===== config.mk =====
export PLATFORM = sky130hd
export DESIGN_NAME = header_length_xor_deframer
export DESIGN_NICKNAME = d
export VERILOG_FILES = /design/src/hdl/hlxd_pkg.sv /design/src/hdl/header_length_xor_deframer.sv /design/src/hdl/hlxd_parser.sv
export SDC_FILE = /design/constraint.sdc
export NUM_CORES = 1
export LEC_CHECK = 0
export ABC_AREA = 1
export BUFFER_PORTS_ARGS = -buffer_cell sky130_fd_sc_hd__clkbuf_2
export CAP_MARGIN = 5
export CORE_MARGIN = 4
export CORE_UTILIZATION = 30
export DETAILED_ROUTE_END_ITERATION = 16
export GPL_ROUTABILITY_DRIVEN = 0
export HOLD_SLACK_MARGIN = 0.03
export REMOVE_ABC_BUFFERS = 1
export SLEW_MARGIN = 20
export SYNTH_ARGS = -nofsm -noshare
export SYNTH_HDL_FRONTEND = slang
export SYNTH_SLANG_ARGS = --single-unit

===== constraint.sdc =====
create_clock -name clk -period 3.66 [get_ports clk]
set_input_delay 0.549 -clock clk [delete_from_list [all_inputs] [get_ports clk]]
set_output_delay 0.549 -clock clk [all_outputs]
set_load 0.01 [all_outputs]

===== src/hdl/hlxd_pkg.sv =====
// ----------------------------------------------------------------------------
// hlxd_pkg
// Shared types and constants for the sync/length/XOR deframer.
// ----------------------------------------------------------------------------
package hlxd_pkg;

  localparam int unsigned BYTE_W       = 8;
  localparam int unsigned CFG_IDX_W    = 2;
  localparam logic [7:0]  HEADER_BYTES = 8'd3;
  localparam logic [7:0]  FLOOR_LENGTH = 8'd4;
  localparam logic [7:0]  SYNC_FIRST_RST  = 8'hAA;
  localparam logic [7:0]  SYNC_SECOND_RST = 8'h55;

  typedef enum logic [CFG_IDX_W-1:0] {
    CFG_SYNC_FIRST  = 2'd0,
    CFG_SYNC_SECOND = 2'd1,
    CFG_MIN_LENGTH  = 2'd2
  } cfg_idx_t;

  typedef enum logic [1:0] {
    PH_HUNT   = 2'd0,
    PH_SYNC2  = 2'd1,
    PH_LENGTH = 2'd2,
    PH_BODY   = 2'd3
  } phase_t;

  typedef struct packed {
    logic [7:0] sync_first;
    logic [7:0] sync_second;
    logic [7:0] min_length;
  } cfg_t;

  typedef struct packed {
    logic [7:0] body_byte;
    logic       body_valid;
    logic [7:0] body_index;
    logic       frame_end;
    logic       frame_good;
  } result_t;

endpackage


===== src/hdl/header_length_xor_deframer.sv =====
// ----------------------------------------------------------------------------
// header_length_xor_deframer
// Finds sync/length/body/XOR-checksum frames in a byte stream.
// ----------------------------------------------------------------------------
// One word is accepted per cycle and each accepted word yields exactly one
// result word: an input register holds the byte, the frame decision is
// made in one pass of compare and XOR logic against the frame state, and an
// output register carries the result, so the sustained rate is one word per
// cycle whenever the result side takes words as fast.
module header_length_xor_deframer (
  input  logic       clk,
  input  logic       rst_n,
  input  logic       in_valid,
  output logic       in_ready,
  input  logic [7:0] in_rx_byte,
  output logic       out_valid,
  input  logic       out_ready,
  output logic [7:0] out_body_byte,
  output logic       out_body_valid,
  output logic [7:0] out_body_index,
  output logic       out_frame_end,
  output logic       out_frame_good,
  input  logic       cfg_valid,
  output logic       cfg_ready,
  input  logic [1:0] cfg_index,
  input  logic [7:0] cfg_data
);
  import hlxd_pkg::*;

  cfg_t       cfg_r;
  logic       s1_valid_r;
  logic [7:0] s1_byte_r;
  logic       out_valid_r;
  result_t    out_r;
  result_t    res;
  logic       out_free;
  logic       advance;

  assign cfg_ready = 1'b1;

  always_ff @(posedge clk) begin
    if (!rst_n) begin
      cfg_r.sync_first  <= SYNC_FIRST_RST;
      cfg_r.sync_second <= SYNC_SECOND_RST;
      cfg_r.min_length  <= FLOOR_LENGTH;
    end else if (cfg_valid) begin
      unique case (cfg_index)
        CFG_SYNC_FIRST:  cfg_r.sync_first  <= cfg_data;
        CFG_SYNC_SECOND: cfg_r.sync_second <= cfg_data;
        CFG_MIN_LENGTH:  cfg_r.min_length  <= cfg_data;
        default: ;
      endcase
    end
  end

  assign out_free = !out_valid_r || out_ready;
  assign advance  = s1_valid_r && out_free;
  assign in_ready = !s1_valid_r || out_free;

  always_ff @(posedge clk) begin
    if (!rst_n) begin
      s1_valid_r  <= 1'b0;
      out_valid_r <= 1'b0;
    end else begin
      if (in_ready) begin
        s1_valid_r <= in_valid;
      end
      if (out_free) begin
        out_valid_r <= s1_valid_r;
      end
    end
  end

  always_ff @(posedge clk) begin
    if (in_valid && in_ready) begin
      s1_byte_r <= in_rx_byte;
    end
    if (advance) begin
      out_r <= res;
    end
  end

  hlxd_parser u_parser (
    .clk     (clk),
    .rst_n   (rst_n),
    .step    (advance),
    .rx_byte (s1_byte_r),
    .cfg     (cfg_r),
    .res     (res)
  );

  assign out_valid      = out_valid_r;
  assign out_body_byte  = out_r.body_byte;
  assign out_body_valid = out_r.body_valid;
  assign out_body_index = out_r.body_index;
  assign out_frame_end  = out_r.frame_end;
  assign out_frame_good = out_r.frame_good;

endmodule


===== src/hdl/hlxd_parser.sv =====
// ----------------------------------------------------------------------------
// hlxd_parser
// Frame state and the per-byte decision logic; state advances on step.
// ----------------------------------------------------------------------------
module hlxd_parser (
  input  logic                clk,
  input  logic                rst_n,
  input  logic                step,
  input  logic [7:0]          rx_byte,
  input  hlxd_pkg::cfg_t      cfg,
  output hlxd_pkg::result_t   res
);
  import hlxd_pkg::*;

  phase_t     phase_r, phase_nxt;
  logic [7:0] length_r, length_nxt;
  logic [7:0] seen_r, seen_nxt;
  logic [7:0] xor_r, xor_nxt;
  logic [7:0] min_len;
  logic [8:0] seen_plus;

  always_ff @(posedge clk) begin
    if (!rst_n) begin
      phase_r  <= PH_HUNT;
      length_r <= '0;
      seen_r   <= '0;
      xor_r    <= '0;
    end else if (step) begin
      phase_r  <= phase_nxt;
      length_r <= length_nxt;
      seen_r   <= seen_nxt;
      xor_r    <= xor_nxt;
    end
  end

  assign min_len   = (cfg.min_length < FLOOR_LENGTH) ? FLOOR_LENGTH : cfg.min_length;
  assign seen_plus = {1'b0, seen_r} + 9'd1;

  always_comb begin
    phase_nxt  = phase_r;
    length_nxt = length_r;
    seen_nxt   = seen_r;
    xor_nxt    = xor_r;
    res        = '0;
    unique case (phase_r)
      PH_HUNT: begin
        if (rx_byte == cfg.sync_first) begin
          xor_nxt   = rx_byte;
          seen_nxt  = 8'd1;
          phase_nxt = PH_SYNC2;
        end
      end
      PH_SYNC2: begin
        if (rx_byte == cfg.sync_second) begin
          xor_nxt   = xor_r ^ rx_byte;
          seen_nxt  = 8'd2;
          phase_nxt = PH_LENGTH;
        end else begin
          phase_nxt = PH_HUNT;
        end
      end
      PH_LENGTH: begin
        if (rx_byte < min_len) begin
          phase_nxt = PH_HUNT;
        end else begin
          length_nxt = rx_byte;
          xor_nxt    = xor_r ^ rx_byte;
          seen_nxt   = HEADER_BYTES;
          phase_nxt  = PH_BODY;
        end
      end
      PH_BODY: begin
        if (seen_plus >= {1'b0, length_r}) begin
          res.frame_end  = 1'b1;
          res.frame_good = (rx_byte == xor_r);
          phase_nxt      = PH_HUNT;
        end else begin
          res.body_valid = 1'b1;
          res.body_byte  = rx_byte;
          res.body_index = seen_r - HEADER_BYTES;
          xor_nxt        = xor_r ^ rx_byte;
          seen_nxt       = seen_plus[7:0];
        end
      end
      default: phase_nxt = PH_HUNT;
    endcase
  end

endmodule


==> flow_metrics.tcl, run 1 <==
set metrics [dict create \
    groute.usage.overall 0.120 \
    yosys.area_share.simple 0.272 \
    async_flop_share 0 \
    die_area_um2 15700 \
    clkTransAtPathRegs_ps 60 \
    antenna_found_initial 0 \
    cp-end-kind "flop" \
    yosysWarningCount 0 \
    cts_setup_buffers 0 \
    maxSlewHeadroom 0.341 \
    vias_per_cell 4.49 \
    cp_slowest_cell "dfxtp_1" \
    placed_cells 726 \
    cts_resized 0 \
    required_ps 3880 \
    syn-cell-area_um2 4140 \
    final_cell_mix "109 x nand2_1, 87 x nor2_1, 69 x inv_1, 52 x dfxtp_1, 43 x clkbuf_2" \
    grt_pass1_wl_mm 15.3 \
    clock-sinks 79 \
    synth-main-ff-cell "dfxtp_1" \
    fin_util 0.355 \
    p_per_area_nw_per_um2 419 \
    io_buffers 43 \
    critPathMaxFanout 25 \
    ant_nets 0 \
    synth-seq-cells 79 \
    hold_path_class "primary input to flop" \
    drt-initial-drc-count 172 \
    post-route-min-period_ps 2780 \
    drv_slew 0 \
    clock_latency_ps 330 \
    vias 3330 \
    synth_edf_count 27 \
    root_buffer "clkbuf_16" \
    dpl.hpwl_mm 6.53 \
    grt_max_degree 48 \
    synthAdderAreaFrac 0.0484 \
    initial_core_util 0.310 \
    p_leak_nw 2.20 \
    multi_input_area_um2 1870 \
    maxCapViolations 0 \
    cp_common_cell "nand2_1" \
    synth_compound_area_frac 0.0702 \
    clk_path_buf_depth 2 \
    hold_violations 0 \
    nets 600 \
    synth_area_per_cell_um2 7.89 \
    cp.arrival_ps 3000 \
    rsz0062_at_grt "no" \
    min_period_over_period 0.761 \
    whs_ps 392 \
    seqCellArea_um2 1850 \
    drive_above_1_share 0.152 \
    io_pins 45 \
    wl_per_cell_um 12.3 \
    grt_pass1_vias 3253 \
    firstDrtPassIters 5 \
    synth_cells 524 \
    critical-path-top-delay-family "simple AND/OR/NAND/NOR gates" \
    htreeDepth 3 \
    area_growth_pct 14.5 \
    synth_top_family_by_area "simple AND/OR/NAND/NOR gates" \
    instances_no_fill 742 \
    die_w_um 125 \
    status "finished, final reports clean" \
    skew_ps 6.14 \
    cts_hold_buf 0 \
    synth_mux_area_frac 0 \
    path_buf_inv 1 \
    ys_types 37 \
    drc_errors 0 \
    cts_inserted_buffers 9 \
    fmax_mhz 359 \
    critPathKind "flop to flop" \
    synth_xor_xnor_area_share 0.0611 \
    grt-ovfl-total 0 \
    cp-start-kind "flop" \
    yosysSeqAreaShare 0.448 \
    peakVddDrop_uv 219 \
    core_um2 13300 \
    std_cell_rows 42 \
    setup_viol 0 \
    diodes 0 \
    critical_path.max_stage_delay_ps 430 \
    fill_cells 1396 \
    tightest_slew_ps 989 \
    setup_tns_ps 0 \
    finalWirelength_mm 9.10 \
    worstPathCellList "ha_1, nand2_1, nor2_2, inv_1, nor2_2, xor2_1, ha_1, o211a_1, nand2_1, nand2_1, nand2_1, nand2_1, nand2_4, nand3_4, nor2_1, nor2_1" \
    cts_tree "done" \
    die_y_um 125 \
    final_common_cell "nand2_1" \
]
## cell families after synthesis
| kind of cell | Yosys count |
|---|---|
| AND/OR/NAND/NOR | 255 |
| buffers and inverters | 91 |
| flip-flops | 79 |
| AO/OA/AOI/OAI | 54 |
| XOR/XNOR | 28 |
| adder cells (fa/ha/maj) | 16 |
| other | 1 |
## where the power goes
group	total (mW)	switching, mW	internal (mW)
registers	0.964	0.0282	0.936
logic	0.138	0.0815	0.0563
clock network	0.884	0.338	0.546
## synth_stat cells, types with 2 or more instances
cell,count,area share
nand2_1,109,0.099
nor2_1,87,0.079
inv_1,69,0.063
dfxtp_1,52,0.25
edfxtp_1,27,0.20
o21ai_0,26,0.031
a21oi_1,21,0.025
nand3_1,20,0.024
xnor2_1,17,0.036
ha_1,16,0.048
nand2_2,12,0.018
nand4_1,12,0.018
xor2_1,10,0.021
buf_6,7,0.019
buf_2,4,0.0048
buf_4,4,0.0073
nor2_2,4,0.0060
clkbuf_1,3,0.0027
inv_2,2,0.0018
nand2_4,2,0.0054
nand3_2,2,0.0048
nor3_1,2,0.0024
o21a_1,2,0.0036
## path summary, 6_finish.rpt
kind                                                       from                               to  slack (ps)  cells past startpoint
worst max register to register  u_parser.seen_r[0]$_SDFFE_PN0P_  u_parser.seen_r[1]$_SDFFE_PN0P_         880                     16
worst min-delay path                              in_rx_byte[3]           s1_byte_r[3]$_DFFE_PP_         390                      1
worst max-delay path            u_parser.seen_r[0]$_SDFFE_PN0P_  u_parser.seen_r[1]$_SDFFE_PN0P_         880                     16
worst min register to register            cfg_r[1]$_SDFFE_PN0P_            cfg_r[1]$_SDFFE_PN0P_         460                      2
## cell type report
class	count	area share
Multi-Input combinational cell	354	0.395
Sequential cell	79	0.391
Inverter	72	0.0571
Clock buffer	13	0.0528
Timing Repair Buffer	45	0.0486
Tap cell	176	0.0465
Clock inverter	3	0.00898
## sequential cells by signal, summed over array words and instances (netlist names)
register,cells
out_valid,1
out_frame_end,1
u_parser.length_r,8
out_frame_good,1
s1_valid_r,1
out_body_byte,8
u_parser.xor_r,8
u_parser.phase_r,2
s1_byte_r,8
cfg_r,24
u_parser.seen_r,8
out_body_valid,1
out_body_index,8
## per-stage QoR
step	cell area, um2	setup WS [ps]	power [mW]
final	4740	876	1.99
after floorplan	3990	1250	1.06
after CTS	4740	907	2.01
after global routing	4740	583	2.08
after global placement	4440	1030	1.12
after detailed placement	4440	925	1.12
## layer usage
metal	part of all wire	track usage	vias to the layer above
met3	0.060	0.0414	10
li1	-	-	1719
met4	0.016	0.0453	0
met2	0.46	0.190	85
met1	0.46	0.152	1516
met5	0	0	-
Power figures use the tool's default switching activity.
==> run 2: changes to the inputs <==
- clock period: 3.66 -> 2.7 ns (I/O delays scaled with it)
==> run 2 against run 1 <==
Compared with the run above: cell count grew 2.4%; count of clock-buffer cells in the layout did not move; power grew 42%; maximum frequency grew 8.3%; sequential share of layout area down 1.9 points; sequential power increased by 35%; via count is 4.0% higher; core utilization increased by 1.8 points; critical endpoint is now u_parser.xor_r[6]$_SDFFE_PN0P_; largest cell class unchanged.
==> flow_metrics.tcl, run 2 (same netlist as run 1, synthesis figures left out) <==
set metrics [dict create \
    status "finished, final reports clean" \
    p_switching_uw 615 \
    cp_common_cell "nand2_1" \
    io_pins 45 \
    critPathKind "flop to flop" \
    dpl.hpwl_mm 6.94 \
    skew_ps 8.69 \
    drv_slew 0 \
    multi_input_area_um2 1940 \
    vias 3464 \
    min_period_over_period 0.952 \
    clock_latency_ps 340 \
    post-route-min-period_ps 2570 \
    grt_pass1_wl_mm 15.6 \
    p_int_mw 2.21 \
    instances_no_fill 760 \
    required_ps 2970 \
    setup_viol 0 \
    r2r_cells 18 \
    hold_path_class "primary input to flop" \
    p_per_area_nw_per_um2 568 \
    whs_ps 243 \
    fmax_mhz 389 \
    die_area_um2 15700 \
    pwr-share-clk 0.468 \
    groute.usage.overall 0.122 \
    cts_hold_buf 0 \
    vias_per_cell 4.56 \
    ant_nets 0 \
    setup_tns_ps 0 \
    finalWirelength_mm 9.58 \
    std_cell_rows 42 \
    clk_path_buf_depth 2 \
    hp-start "in_rx_byte[3]" \
    worstPathCellList "ha_2, nand2_1, nor2_2, inv_1, nor2_4, xor2_2, ha_1, o211a_1, nand2_1, nand2_1, nand2_1, nand2_1, nand2_4, buf_4, nand3_4, nand2_2, nand2_1, nor2_1" \
    critical_path.max_stage_delay_ps 350 \
    diodes 0 \
    clkTransAtPathRegs_ps 60 \
    htreeDepth 3 \
    initial_core_util 0.310 \
    drive_above_1_share 0.187 \
    path_buf_inv 2 \
    maxSlewHeadroom 0.627 \
    rsz0062_at_grt "yes" \
    p_leak_nw 2.31 \
    sequentialPowerShare 0.460 \
    wl_per_cell_um 12.6 \
    reg2reg_slack_ps 130 \
    hold_end "s1_byte_r[3]$_DFFE_PP_" \
    worstReg2RegStart "u_parser.seen_r[0]$_SDFFE_PN0P_" \
    placed_cells 735 \
    root_buffer "clkbuf_16" \
    r2r_end "u_parser.xor_r[6]$_SDFFE_PN0P_" \
    final_common_cell "nand2_1" \
    sw_frac_of_total 0.218 \
    clock-sinks 79 \
    antenna_found_initial 0 \
    min_path_cells 1 \
    fin_util 0.373 \
    p_comb_frac 0.072 \
    hold_violations 0 \
    grt_pass1_vias 3369 \
    core_um2 13300 \
    firstDrtPassIters 4 \
    tightest_slew_ps 557 \
    grt_max_degree 27 \
    fill_cells 1403 \
    top_register "cfg_r" \
    cts_inserted_buffers 9 \
    cts_tree "done" \
    largest_reg_flops 24 \
    cp-start-kind "flop" \
    area_growth_pct 20.3 \
    cp-end-kind "flop" \
    die_w_um 125 \
    seqCellArea_um2 1850 \
    peakVddDrop_uv 392 \
    cp.arrival_ps 2840 \
    cp_slowest_cell "dfxtp_1" \
    critical-path-top-delay-family "simple AND/OR/NAND/NOR gates" \
    final_cell_mix "109 x nand2_1, 86 x nor2_1, 69 x inv_1, 51 x dfxtp_1, 43 x clkbuf_2" \
    drc_errors 0 \
    maxCapViolations 0 \
    grt-ovfl-total 0 \
    nets 618 \
    critPathMaxFanout 6 \
    io_buffers 43 \
    die_y_um 125 \
    drt-initial-drc-count 161 \
]
==> run 2: cell types whose count changed in the layout (fill, tap and decap cells not counted), sizes merged <==
cell	before	now
buf	2	17
nand3	23	26
bufinv	1	2
clkinvlp	1	0
==> run 2: per-layer routing <==
metal,part of all wire,track usage
met1,0.44,0.151
met2,0.49,0.204
met3,0.052,0.0341
met4,0.022,0.0453
met5,0,0
==> run 2: worst register-to-register path, cell delays in order, from the launching register on <==
cell     delay [ps]
dfxtp_1         350
ha_2            210
nand2_1          70
nor2_2          130
inv_1            90
nor2_4          120
xor2_2          180
ha_1            270
o211a_1         140
nand2_1          60
nand2_1          40
nand2_1          90
nand2_1         100
nand2_4         130
buf_4           150
nand3_4         130
nand2_2          90
nand2_1          50
nor2_1          110
==> run 2: power groups by stage <==
stage                     Sequential, mW  Clock [mW]  Combinational (mW)
after floorplan                     1.33           0               0.115
after global placement              1.33           0               0.198
after detailed placement            1.33           0               0.204
after CTS                           1.30        1.35               0.205
after global routing                1.31        1.40               0.234
final                               1.30        1.32               0.203
==> run 2: worst max-delay path by stage <==
stage	from	depth (start not counted)	endpoint	slack, ps
floorplan	u_parser.seen_r[0]$_SDFFE_PN0P_	16	u_parser.seen_r[1]$_SDFFE_PN0P_	290
global placement	u_parser.seen_r[1]$_SDFFE_PN0P_	16	u_parser.xor_r[4]$_SDFFE_PN0P_	130
detailed placement	u_parser.seen_r[1]$_SDFFE_PN0P_	16	u_parser.xor_r[4]$_SDFFE_PN0P_	30
CTS	u_parser.seen_r[1]$_SDFFE_PN0P_	16	u_parser.xor_r[7]$_SDFFE_PN0P_	9
global route	u_parser.seen_r[0]$_SDFFE_PN0P_	18	u_parser.xor_r[6]$_SDFFE_PN0P_	-80
finish	u_parser.seen_r[0]$_SDFFE_PN0P_	18	u_parser.xor_r[6]$_SDFFE_PN0P_	130
==> run 2: layout make-up <==
type,count,area share
tap,176,0.0443
timing repair buffer,60,0.0734
inverter,72,0.0543
clock inverter,3,0.0131
sequential,79,0.372
multi-input combinational,357,0.390
clock buffer,13,0.0523
==> run 2: metrics by stage <==
stage	area, um2	total power, mW	setup WS [ps]
global placement	4520	1.52	128
detailed placement	4520	1.53	31.5
finish	4970	2.83	130
CTS	4850	2.85	8.78
floorplan	3990	1.44	288
global route	4970	2.94	-84.7
==> run 2: what timing repair did <==
item	in CTS	in global routing
setup endpoints to repair	0	28
setup buffers	0	6
gates resized for setup	0	9
hold endpoints to repair	0	0
